## src/rtl/bhpq_pkg.sv

```systemverilog
// Shared types and constants for the binary heap priority queue.
`default_nettype none
package bhpq_pkg;

    localparam int KEY_W   = 32;
    localparam int COUNT_W = 7;

    localparam logic       OP_INSERT = 1'b0;
    localparam logic       OP_REMOVE = 1'b1;

    localparam logic [1:0] ST_DONE  = 2'd0;
    localparam logic [1:0] ST_FULL  = 2'd1;
    localparam logic [1:0] ST_EMPTY = 2'd2;

    typedef struct packed {
        logic              opcode;
        logic [KEY_W-1:0]  key_value;
    } req_t;

    typedef struct packed {
        logic [KEY_W-1:0]   removed_key;
        logic [KEY_W-1:0]   top_key;
        logic               top_valid;
        logic [COUNT_W-1:0] entry_count;
        logic [1:0]         status;
    } rsp_t;

    // True when a sits strictly above b under the given order
    function automatic logic above(input logic mode, input logic [KEY_W-1:0] a,
                                   input logic [KEY_W-1:0] b);
        logic signed [KEY_W-1:0] sa;
        logic signed [KEY_W-1:0] sb;
        sa = a;
        sb = b;
        return mode ? (sa < sb) : (sa > sb);
    endfunction

endpackage
`default_nettype wire

```

## src/rtl/bhpq_if.sv

```systemverilog
// Valid/ready channel interfaces for requests, results and configuration.
`default_nettype none
interface bhpq_req_if;
    logic                   valid;
    logic                   ready;
    logic                   opcode;
    logic signed [31:0]     key_value;
    modport source (output valid, opcode, key_value, input ready);
    modport sink   (input valid, opcode, key_value, output ready);
endinterface

interface bhpq_rsp_if;
    logic                   valid;
    logic                   ready;
    logic signed [31:0]     removed_key;
    logic signed [31:0]     top_key;
    logic                   top_valid;
    logic [6:0]             entry_count;
    logic [1:0]             status;
    modport source (output valid, removed_key, top_key, top_valid, entry_count, status,
                    input ready);
    modport sink   (input valid, removed_key, top_key, top_valid, entry_count, status,
                    output ready);
endinterface

interface bhpq_cfg_if;
    logic valid;
    logic ready;
    logic data;
    modport source (output valid, data, input ready);
    modport sink   (input valid, data, output ready);
endinterface
`default_nettype wire

```

## src/rtl/bhpq_ram.sv

```systemverilog
// Generic single-port-write, one-read RAM with registered read data.
`default_nettype none
module bhpq_ram #(
    parameter int WIDTH = 32,
    parameter int DEPTH = 64
) (
    input  wire logic                     clk,
    input  wire logic                     we,
    input  wire logic [$clog2(DEPTH)-1:0] waddr,
    input  wire logic [WIDTH-1:0]         wdata,
    input  wire logic [$clog2(DEPTH)-1:0] raddr,
    output logic      [WIDTH-1:0]         rdata
);
    logic [WIDTH-1:0] mem [DEPTH];

    // Write and registered read
    always_ff @(posedge clk)
    begin
        if (we)
        begin
            mem[waddr] <= wdata;
        end
        rdata <= mem[raddr];
    end
endmodule
`default_nettype wire

```

## src/rtl/bhpq_fifo.sv

```systemverilog
// Two-entry request queue between the front end and the heap engine.
`default_nettype none
module bhpq_fifo (
    input  wire logic          clk,
    input  wire logic          rst_n,
    input  wire logic          push,
    input  wire bhpq_pkg::req_t push_data,
    output logic               full,
    input  wire logic          pop,
    output bhpq_pkg::req_t     pop_data,
    output logic               not_empty
);
    import bhpq_pkg::*;

    req_t       slot_reg [2];
    logic       wptr_reg;
    logic       rptr_reg;
    logic [1:0] cnt_reg;

    assign full      = (cnt_reg == 2'd2);
    assign not_empty = (cnt_reg != 2'd0);
    assign pop_data  = slot_reg[rptr_reg];

    // Store payload
    always_ff @(posedge clk)
    begin
        if (push && !full)
        begin
            slot_reg[wptr_reg] <= push_data;
        end
    end

    // Advance pointers and count
    always_ff @(posedge clk or negedge rst_n)
    begin
        if (!rst_n)
        begin
            wptr_reg <= 1'b0;
            rptr_reg <= 1'b0;
            cnt_reg  <= 2'd0;
        end
        else
        begin
            if (push && !full)
            begin
                wptr_reg <= ~wptr_reg;
            end
            if (pop && not_empty)
            begin
                rptr_reg <= ~rptr_reg;
            end
            cnt_reg <= cnt_reg + {1'b0, push && !full} - {1'b0, pop && not_empty};
        end
    end
endmodule
`default_nettype wire

```

## src/rtl/bhpq_engine.sv

```systemverilog
// Heap engine: sift up on insert, sift down on remove, one level per pass.
`default_nettype none
module bhpq_engine #(
    parameter int DEPTH = 64
) (
    input  wire logic           clk,
    input  wire logic           rst_n,
    input  wire logic           mode,
    input  wire logic           req_valid,
    input  wire bhpq_pkg::req_t req_data,
    output logic                req_pop,
    output logic                rsp_valid,
    input  wire logic           rsp_ready,
    output bhpq_pkg::rsp_t      rsp_data
);
    import bhpq_pkg::*;

    localparam int AW = $clog2(DEPTH);
    localparam int PW = $clog2(DEPTH + 1) + 1;   // 1-based slot, room for 2*pos+1

    localparam logic [3:0] S_IDLE  = 4'd0;
    localparam logic [3:0] S_UPRD  = 4'd1;
    localparam logic [3:0] S_UPCMP = 4'd2;
    localparam logic [3:0] S_RTRD  = 4'd3;
    localparam logic [3:0] S_LSTRD = 4'd4;
    localparam logic [3:0] S_DNL   = 4'd5;
    localparam logic [3:0] S_DNR   = 4'd6;
    localparam logic [3:0] S_DNCMP = 4'd7;
    localparam logic [3:0] S_TOPRD = 4'd8;
    localparam logic [3:0] S_TOPW  = 4'd9;
    localparam logic [3:0] S_OUT   = 4'd10;

    logic [3:0]       state_reg, state_next;
    logic [PW-1:0]    cnt_reg, cnt_next;
    logic [PW-1:0]    pos_reg, pos_next;
    logic [KEY_W-1:0] key_reg, key_next;      // key being sifted
    logic [KEY_W-1:0] lch_reg, lch_next;      // left child
    logic [KEY_W-1:0] top_reg, top_next;
    logic [KEY_W-1:0] rem_reg, rem_next;
    logic [1:0]       st_reg, st_next;
    logic             outv_reg, outv_next;

    logic             we;
    logic [PW-1:0]    wslot, rslot;
    logic [KEY_W-1:0] wdata, rdata;
    logic [PW-1:0]    lslot, rslot_c, parent;
    logic             has_r, pick_r, move;
    logic [KEY_W-1:0] best;

    bhpq_ram #(.WIDTH(KEY_W), .DEPTH(DEPTH)) u_ram (
        .clk   (clk),
        .we    (we),
        .waddr (AW'(wslot - 1'b1)),
        .wdata (wdata),
        .raddr (AW'(rslot - 1'b1)),
        .rdata (rdata)
    );

    assign parent  = pos_reg >> 1;
    assign lslot   = {pos_reg[PW-2:0], 1'b0};
    assign rslot_c = {pos_reg[PW-2:0], 1'b1};
    assign has_r   = (rslot_c <= cnt_reg);
    // rdata holds right child in S_DNCMP; right wins unless left strictly better
    assign pick_r  = has_r && !above(mode, lch_reg, rdata);
    assign best    = pick_r ? rdata : lch_reg;
    assign move    = above(mode, lch_reg, key_reg) || (has_r && above(mode, rdata, key_reg));

    assign req_pop   = (state_reg == S_IDLE) && req_valid && !outv_reg;
    assign rsp_valid = outv_reg;
    assign rsp_data  = '{removed_key: rem_reg,
                         top_key:     (cnt_reg != '0) ? top_reg : '0,
                         top_valid:   (cnt_reg != '0),
                         entry_count: COUNT_W'(cnt_reg),
                         status:      st_reg};

    // Sequence one request through the heap
    always_comb
    begin
        state_next = state_reg;
        cnt_next   = cnt_reg;
        pos_next   = pos_reg;
        key_next   = key_reg;
        lch_next   = lch_reg;
        top_next   = top_reg;
        rem_next   = rem_reg;
        st_next    = st_reg;
        outv_next  = outv_reg;
        we         = 1'b0;
        wslot      = pos_reg;
        wdata      = key_reg;
        rslot      = parent;
        if (outv_reg && rsp_ready)
        begin
            outv_next = 1'b0;
        end
        unique case (state_reg)
            S_IDLE:
            begin
                if (req_valid && !outv_reg)
                begin
                    rem_next = '0;
                    st_next  = ST_DONE;
                    key_next = req_data.key_value;
                    if (req_data.opcode == OP_INSERT)
                    begin
                        if (cnt_reg >= PW'(DEPTH))
                        begin
                            st_next    = ST_FULL;
                            state_next = S_TOPRD;
                        end
                        else
                        begin
                            cnt_next   = cnt_reg + 1'b1;
                            pos_next   = cnt_reg + 1'b1;
                            state_next = S_UPRD;
                        end
                    end
                    else if (cnt_reg == '0)
                    begin
                        st_next    = ST_EMPTY;
                        state_next = S_OUT;
                    end
                    else
                    begin
                        state_next = S_RTRD;
                    end
                end
            end
            S_UPRD:
            begin
                // Read parent, or place at root
                if (pos_reg <= PW'(1))
                begin
                    we         = 1'b1;
                    state_next = S_TOPRD;
                end
                else
                begin
                    rslot      = parent;
                    state_next = S_UPCMP;
                end
            end
            S_UPCMP:
            begin
                we = 1'b1;
                if (above(mode, key_reg, rdata))
                begin
                    wdata      = rdata;
                    pos_next   = parent;
                    state_next = S_UPRD;
                end
                else
                begin
                    state_next = S_TOPRD;
                end
            end
            S_RTRD:
            begin
                rslot      = PW'(1);
                state_next = S_LSTRD;
            end
            S_LSTRD:
            begin
                // Capture old root, fetch last entry
                rem_next   = rdata;
                rslot      = cnt_reg;
                state_next = S_DNL;
            end
            S_DNL:
            begin
                if (state_reg == S_DNL && pos_reg == '0)
                begin
                    key_next = rdata;
                end
                rslot = lslot;
                if (pos_reg == '0)
                begin
                    // First pass: last entry just arrived
                    cnt_next = cnt_reg - 1'b1;
                    pos_next = PW'(1);
                    rslot    = PW'(2);
                    if (cnt_reg - 1'b1 < PW'(2))
                    begin
                        state_next = (cnt_reg - 1'b1 == '0) ? S_OUT : S_TOPW;
                    end
                    else
                    begin
                        state_next = S_DNR;
                    end
                end
                else if (lslot > cnt_reg)
                begin
                    state_next = S_TOPW;
                end
                else
                begin
                    state_next = S_DNR;
                end
            end
            S_DNR:
            begin
                lch_next   = rdata;
                rslot      = rslot_c;
                state_next = S_DNCMP;
            end
            S_DNCMP:
            begin
                if (move)
                begin
                    we         = 1'b1;
                    wdata      = best;
                    pos_next   = pick_r ? rslot_c : lslot;
                    state_next = S_DNL;
                end
                else
                begin
                    state_next = S_TOPW;
                end
            end
            S_TOPW:
            begin
                we         = 1'b1;
                state_next = S_TOPRD;
            end
            S_TOPRD:
            begin
                rslot      = PW'(1);
                state_next = S_OUT;
            end
            S_OUT:
            begin
                if (st_next != ST_EMPTY && st_reg != ST_EMPTY)
                begin
                    top_next = rdata;
                end
                outv_next  = 1'b1;
                state_next = S_IDLE;
            end
            default:
            begin
                state_next = S_IDLE;
            end
        endcase
    end

    // Hold pos at zero on entry to the sift-down so S_DNL knows its first pass
    always_ff @(posedge clk or negedge rst_n)
    begin
        if (!rst_n)
        begin
            state_reg <= S_IDLE;
            cnt_reg   <= '0;
            outv_reg  <= 1'b0;
            pos_reg   <= '0;
        end
        else
        begin
            state_reg <= state_next;
            cnt_reg   <= cnt_next;
            outv_reg  <= outv_next;
            pos_reg   <= (state_reg == S_RTRD) ? '0 : pos_next;
        end
    end

    // Payload registers
    always_ff @(posedge clk)
    begin
        key_reg <= key_next;
        lch_reg <= lch_next;
        top_reg <= top_next;
        rem_reg <= rem_next;
        st_reg  <= st_next;
    end

    a_cnt_bound: assert property (@(posedge clk) disable iff (!rst_n)
        cnt_reg <= PW'(DEPTH)) else $error("count beyond depth");
    a_one_out: assert property (@(posedge clk) disable iff (!rst_n)
        outv_reg && !rsp_ready |=> outv_reg) else $error("result dropped");
    a_no_pop_busy: assert property (@(posedge clk) disable iff (!rst_n)
        req_pop |-> !outv_reg) else $error("request taken with result pending");
endmodule
`default_nettype wire

```

## src/rtl/binary_heap_priority_queue.sv

```systemverilog
// Top level: request queue, mode register and heap engine.
// Throughput: one request at a time through the engine, bound by the single RAM read
// port; the next starts once the result is taken. The front queue holds two requests
// while the engine works.
// Reset clears the count, queue and mode; heap storage is not cleared.
`default_nettype none
module binary_heap_priority_queue #(
    parameter int DEPTH = 64
) (
    input  wire logic  clk,
    input  wire logic  rst_n,
    bhpq_req_if.sink   req,
    bhpq_rsp_if.source rsp,
    bhpq_cfg_if.sink   cfg
);
    import bhpq_pkg::*;

    logic  mode_reg;
    logic  q_full, q_ne, q_pop;
    req_t  q_in, q_out;
    rsp_t  r;

    assign req.ready = !q_full;
    assign cfg.ready = 1'b1;
    assign q_in      = '{opcode: req.opcode, key_value: req.key_value};

    // Store order mode
    always_ff @(posedge clk or negedge rst_n)
    begin
        if (!rst_n)
        begin
            mode_reg <= 1'b0;
        end
        else if (cfg.valid)
        begin
            mode_reg <= cfg.data;
        end
    end

    bhpq_fifo u_fifo (
        .clk       (clk),
        .rst_n     (rst_n),
        .push      (req.valid),
        .push_data (q_in),
        .full      (q_full),
        .pop       (q_pop),
        .pop_data  (q_out),
        .not_empty (q_ne)
    );

    bhpq_engine #(.DEPTH(DEPTH)) u_engine (
        .clk       (clk),
        .rst_n     (rst_n),
        .mode      (mode_reg),
        .req_valid (q_ne),
        .req_data  (q_out),
        .req_pop   (q_pop),
        .rsp_valid (rsp.valid),
        .rsp_ready (rsp.ready),
        .rsp_data  (r)
    );

    assign rsp.removed_key = r.removed_key;
    assign rsp.top_key     = r.top_key;
    assign rsp.top_valid   = r.top_valid;
    assign rsp.entry_count = r.entry_count;
    assign rsp.status      = r.status;
endmodule
`default_nettype wire

```

## src/flat_wrapper.sv

```systemverilog
// flat-port wrapper written by rule: the top's interface ports become plain ports
module binary_heap_priority_queue_flat import bhpq_pkg::*;
#(
    parameter int DEPTH = 64
)
  (clk, rst_n, req_valid, req_opcode, req_key_value, req_ready, rsp_valid, rsp_removed_key, rsp_top_key, rsp_top_valid, rsp_entry_count, rsp_status, rsp_ready, cfg_valid, cfg_data, cfg_ready);
  bhpq_req_if req_i ();
  bhpq_rsp_if rsp_i ();
  bhpq_cfg_if cfg_i ();
  input  wire logic clk;
  input  wire logic rst_n;
  input wire logic [$bits(req_i.valid)-1:0] req_valid;
  input wire logic [$bits(req_i.opcode)-1:0] req_opcode;
  input wire logic [$bits(req_i.key_value)-1:0] req_key_value;
  output wire logic [$bits(req_i.ready)-1:0] req_ready;
  output wire logic [$bits(rsp_i.valid)-1:0] rsp_valid;
  output wire logic [$bits(rsp_i.removed_key)-1:0] rsp_removed_key;
  output wire logic [$bits(rsp_i.top_key)-1:0] rsp_top_key;
  output wire logic [$bits(rsp_i.top_valid)-1:0] rsp_top_valid;
  output wire logic [$bits(rsp_i.entry_count)-1:0] rsp_entry_count;
  output wire logic [$bits(rsp_i.status)-1:0] rsp_status;
  input wire logic [$bits(rsp_i.ready)-1:0] rsp_ready;
  input wire logic [$bits(cfg_i.valid)-1:0] cfg_valid;
  input wire logic [$bits(cfg_i.data)-1:0] cfg_data;
  output wire logic [$bits(cfg_i.ready)-1:0] cfg_ready;
  assign req_i.valid = req_valid;
  assign req_i.opcode = req_opcode;
  assign req_i.key_value = req_key_value;
  assign req_ready = req_i.ready;
  assign rsp_valid = rsp_i.valid;
  assign rsp_removed_key = rsp_i.removed_key;
  assign rsp_top_key = rsp_i.top_key;
  assign rsp_top_valid = rsp_i.top_valid;
  assign rsp_entry_count = rsp_i.entry_count;
  assign rsp_status = rsp_i.status;
  assign rsp_i.ready = rsp_ready;
  assign cfg_i.valid = cfg_valid;
  assign cfg_i.data = cfg_data;
  assign cfg_ready = cfg_i.ready;
  binary_heap_priority_queue #(.DEPTH(DEPTH)) u_core (.clk(clk), .rst_n(rst_n), .req(req_i), .rsp(rsp_i), .cfg(cfg_i));
endmodule
```

## config.mk

```make
export PLATFORM = sky130hd
export DESIGN_NAME = binary_heap_priority_queue_flat
export DESIGN_NICKNAME = d
export VERILOG_FILES = /design/src/rtl/bhpq_pkg.sv /design/src/rtl/bhpq_if.sv /design/src/rtl/bhpq_ram.sv /design/src/rtl/bhpq_fifo.sv /design/src/rtl/bhpq_engine.sv /design/src/rtl/binary_heap_priority_queue.sv /design/src/flat_wrapper.sv
export SDC_FILE = /design/constraint.sdc
export NUM_CORES = 2
export LEC_CHECK = 0
export BUFFER_PORTS_ARGS = -buffer_cell sky130_fd_sc_hd__buf_4
export CORE_ASPECT_RATIO = 0.75
export CORE_MARGIN = 4
export CORE_UTILIZATION = 63
export CTS_CLUSTER_DIAMETER = 50
export DETAILED_ROUTE_END_ITERATION = 8
export PLACE_DENSITY = 0.79
export SYNTH_ARGS = -nofsm -noshare
export SYNTH_HDL_FRONTEND = slang
export SYNTH_SLANG_ARGS = --single-unit
```

## constraint.sdc

```tcl
create_clock -name clk -period 9 [get_ports clk]
set_input_delay 2.7 -clock clk [delete_from_list [all_inputs] [get_ports clk]]
set_output_delay 2.7 -clock clk [all_outputs]
set_load 0.02 [all_outputs]
```

==> impl_results.md <==
* Result of the run: finished with violations
* Failing checks: capacitance limit, slew limit
* IO buf count at 114
* Quantity of gates resized following cts at 0
* Wire length per cell at 38.8 µm
* Highest-delay cell along the critical path: ha_4
* Final routed DRC violation total at 0
* Worst min-delay path category: register to register
* Num Clock Sinks at 2302
* Sequential-to-total area share from yosys stat at 0.750
* Total stage count of the critical path at 9
* Net Count, Synth at 4356
* Destination of the worst register-to-register timing path: u_core.u_engine.u_ram.rdata[15]
* Share of final-layout standard cells stronger than drive strength 1 at 0.277
* Final worst-path cycle share at 0.739
* Cell breakdown of the critical path: clkinv_1, o21ai_0, o211a_4, ha_4, buf_4, mux4_2, mux4_1, mux2i_1, mux2i_1
* Worst-Margin Slew at 1.52 ns
* R2R setup slack at 2.35 ns
* Master cell of the clock root buffer: clkbuf_16
* Hold violation count in the final report at 0
* Cell repeated most along the worst path: mux2i_1
* FFs w/ async S/R, synth at 0.0113
* Clk_lat worst skew at 0.86 ns
* Pre-CTS setup slack at 2.42 ns
* Crit-path max cell delay at 0.94 ns
* Launch instance of the worst register-to-register path: u_core.u_engine.state_reg[2]
* Overflow left after global routing at 0
* Class of the most critical setup path: register to register
* Wire length of the first global-routing pass at 357000 µm
* Max cap viols at 1
* Post-synth EDFFs at 2244
* Multi-input logic area at 22500 µm²
* Most instantiated library cell after synthesis: edfxtp_1
* Count of unique library cells instantiated by Yosys at 77
* Data arrival, critical path at 7.22 ns
* Core area at 144000 µm²
* Mean instance size in the synthesized netlist at 21.8 µm²
* Max H-tree Level at 4
* Top delay family on crit path: multiplexers
* Final count of negative-setup-slack endpoints at 0
* Aggregate global-route resource usage at 0.337
* # nets final at 4580
* Final clock skew at 0.0480 ns
* Number of buffers inserted to repair setup after CTS at 0
* Final GP Congestion at 0.901
* Site Rows at 120
* Die extent in y at 338 µm
* Commonest cells post-synth: edfxtp_1, mux4_2, mux2i_1
* Number of detailed-route iterations in the first pass at 7
* Number of I/O pins at 116
* Worst setup SP type: register
* Synthesis-to-layout area growth at 11.9%
* Nature of the critical path endpoint: register
* Register bit count reported by yosys at 2302
* Capture point of the critical path: u_core.u_engine.u_ram.rdata[15]
* Worst Setup Slack, final at 2.35 ns
* Gate count of the mapped netlist at 4204
* Placed cell areas at 95900 µm²
* Total Wirelength at 252000 µm
* Shortest period the worst path allows at 6.65 ns
* Origin of the worst setup path: u_core.u_engine.state_reg[2]
* Worst-path clk slew at 0.07 ns
* Final total negative setup slack at 0 ns
* Post-route standard cell area excluding fillers at 103000 µm²
* Worst-case clock buffer depth at 3
* Number of flip-flops in the largest register at 2048
* Number of nets with antenna violations after routing at 0
* Worst relative slew slack at -0.0450
* Filler cells at 7806
* Worst path required time at 9.57 ns
* Final Max Slew Viols at 5
* Total CTS buffers at 200
* Maximum number of pins on one net before global-route repair at 132
* Biggest area contributors in the synthesized netlist: edfxtp_1, mux4_2, ha_1, mux2i_1, mux4_1
* Post-Synthesis Cell Area at 91600 µm²
* Worst Path Buf+Inv at 2
* Setup repair after global routing missed its margin: no
* Warnings from Yosys at 0
* Biggest area consumer among synthesized cells: edfxtp_1
* CTS tree: done
* Maximum clock frequency at 0.150 GHz
* Number of antenna violations at the first check in global routing at 15
* Main flop type after synthesis: edfxtp_1
* FF+latch area at 68700 µm²
* Via count normalized by instance count at 7.35
* Total of hold buffers inserted after clock tree synthesis at 0
* Total half-perimeter wirelength after legalization and detailed placement at 126000 µm
* Number of global-route vias before repair at 47.4k
* Portion of synthesized cell area occupied by the leading cell type at 0.736
* Via count at 47.8k
* Starting density of the core at 0.638
* Die Wd at 448 µm
* FF-to-FF path depth at 9
* 1st-iter DRT viols at 8389
* Die outline area at 152000 µm²
* Worst-path maximum fanout at 60
kinds of logic after synthesis:
family,synth area share
flops,0.750
mux,0.174
simple gates,0.0231
buf+inv,0.0161
compound gates,0.0180
fa+ha+maj,0.0154
xor+xnor,0.00303
other cells,0.0000409
layer usage:
metal	up-vias	share of wire	wire length (µm)	GRT usage
li1	18200	-	-	-
met1	24900	0.35	87600	0.477
met2	4145	0.47	119000	0.504
met3	594	0.14	36100	0.105
met4	6	0.040	10100	0.125
met5	-	0.00016	41	0.000952
layout make-up:
cell class,count,area share
Sequential cell,2302,0.670
Multi-Input combinational cell,1584,0.219
Clock buffer,267,0.0530
Tap cell,1891,0.0231
Timing Repair Buffer,250,0.0195
Clock inverter,111,0.0115
Inverter,90,0.00330
Antenna cell,7,0.000171
worst min path at each step:
stage / cells after the start / startpoint / endpoint
2_1_floorplan: 0 / u_core.u_engine.u_ram.rdata[10] / u_core.u_engine.lch_reg[10]
3_3_place_gp: 0 / u_core.u_engine.u_ram.rdata[24] / u_core.u_engine.lch_reg[24]
3_5_place_dp: 0 / u_core.u_engine.u_ram.rdata[24] / u_core.u_engine.top_reg[24]
4_1_cts: 0 / u_core.u_engine.u_ram.rdata[30] / u_core.u_engine.lch_reg[30]
5_1_grt: 0 / u_core.u_engine.u_ram.rdata[29] / u_core.u_engine.top_reg[29]
6_report: 0 / u_core.u_engine.u_ram.rdata[30] / u_core.u_engine.lch_reg[30]
metrics by stage:
step / hold slack, ns / instances / util
6_report: 0.483 / 6502 / 0.714
5_1_grt: 0.499 / 6496 / 0.714
4_1_cts: 0.473 / 6495 / 0.714
3_5_place_dp: 0.466 / 6117 / 0.668
3_3_place_gp: 0.458 / 6117 / 0.668
2_1_floorplan: 0.447 / 4204 / -
cell usage in the layout (no fill, tap or decap), types with 33 or more instances in the layout:
| master | count |
|---|---|
| and2_1 | 34 |
| buf_4 | 240 |
| clkbuf_1 | 53 |
| mux2i_1 | 131 |
| clkinv_2 | 34 |
| clkinv_1 | 38 |
| a21oi_1 | 61 |
| edfxtp_1 | 2244 |
| mux4_1 | 37 |
| nor2_1 | 53 |
| nand3_1 | 60 |
| ha_1 | 112 |
| nor4_1 | 38 |
| nor4_2 | 33 |
| mux4_2 | 603 |
| o21ai_0 | 62 |
| inv_1 | 87 |
| nand2_1 | 91 |
| clkbuf_16 | 203 |
Power is not shown: default switching activity piles up to over one toggle a cycle in this logic, so the estimate is an artifact.
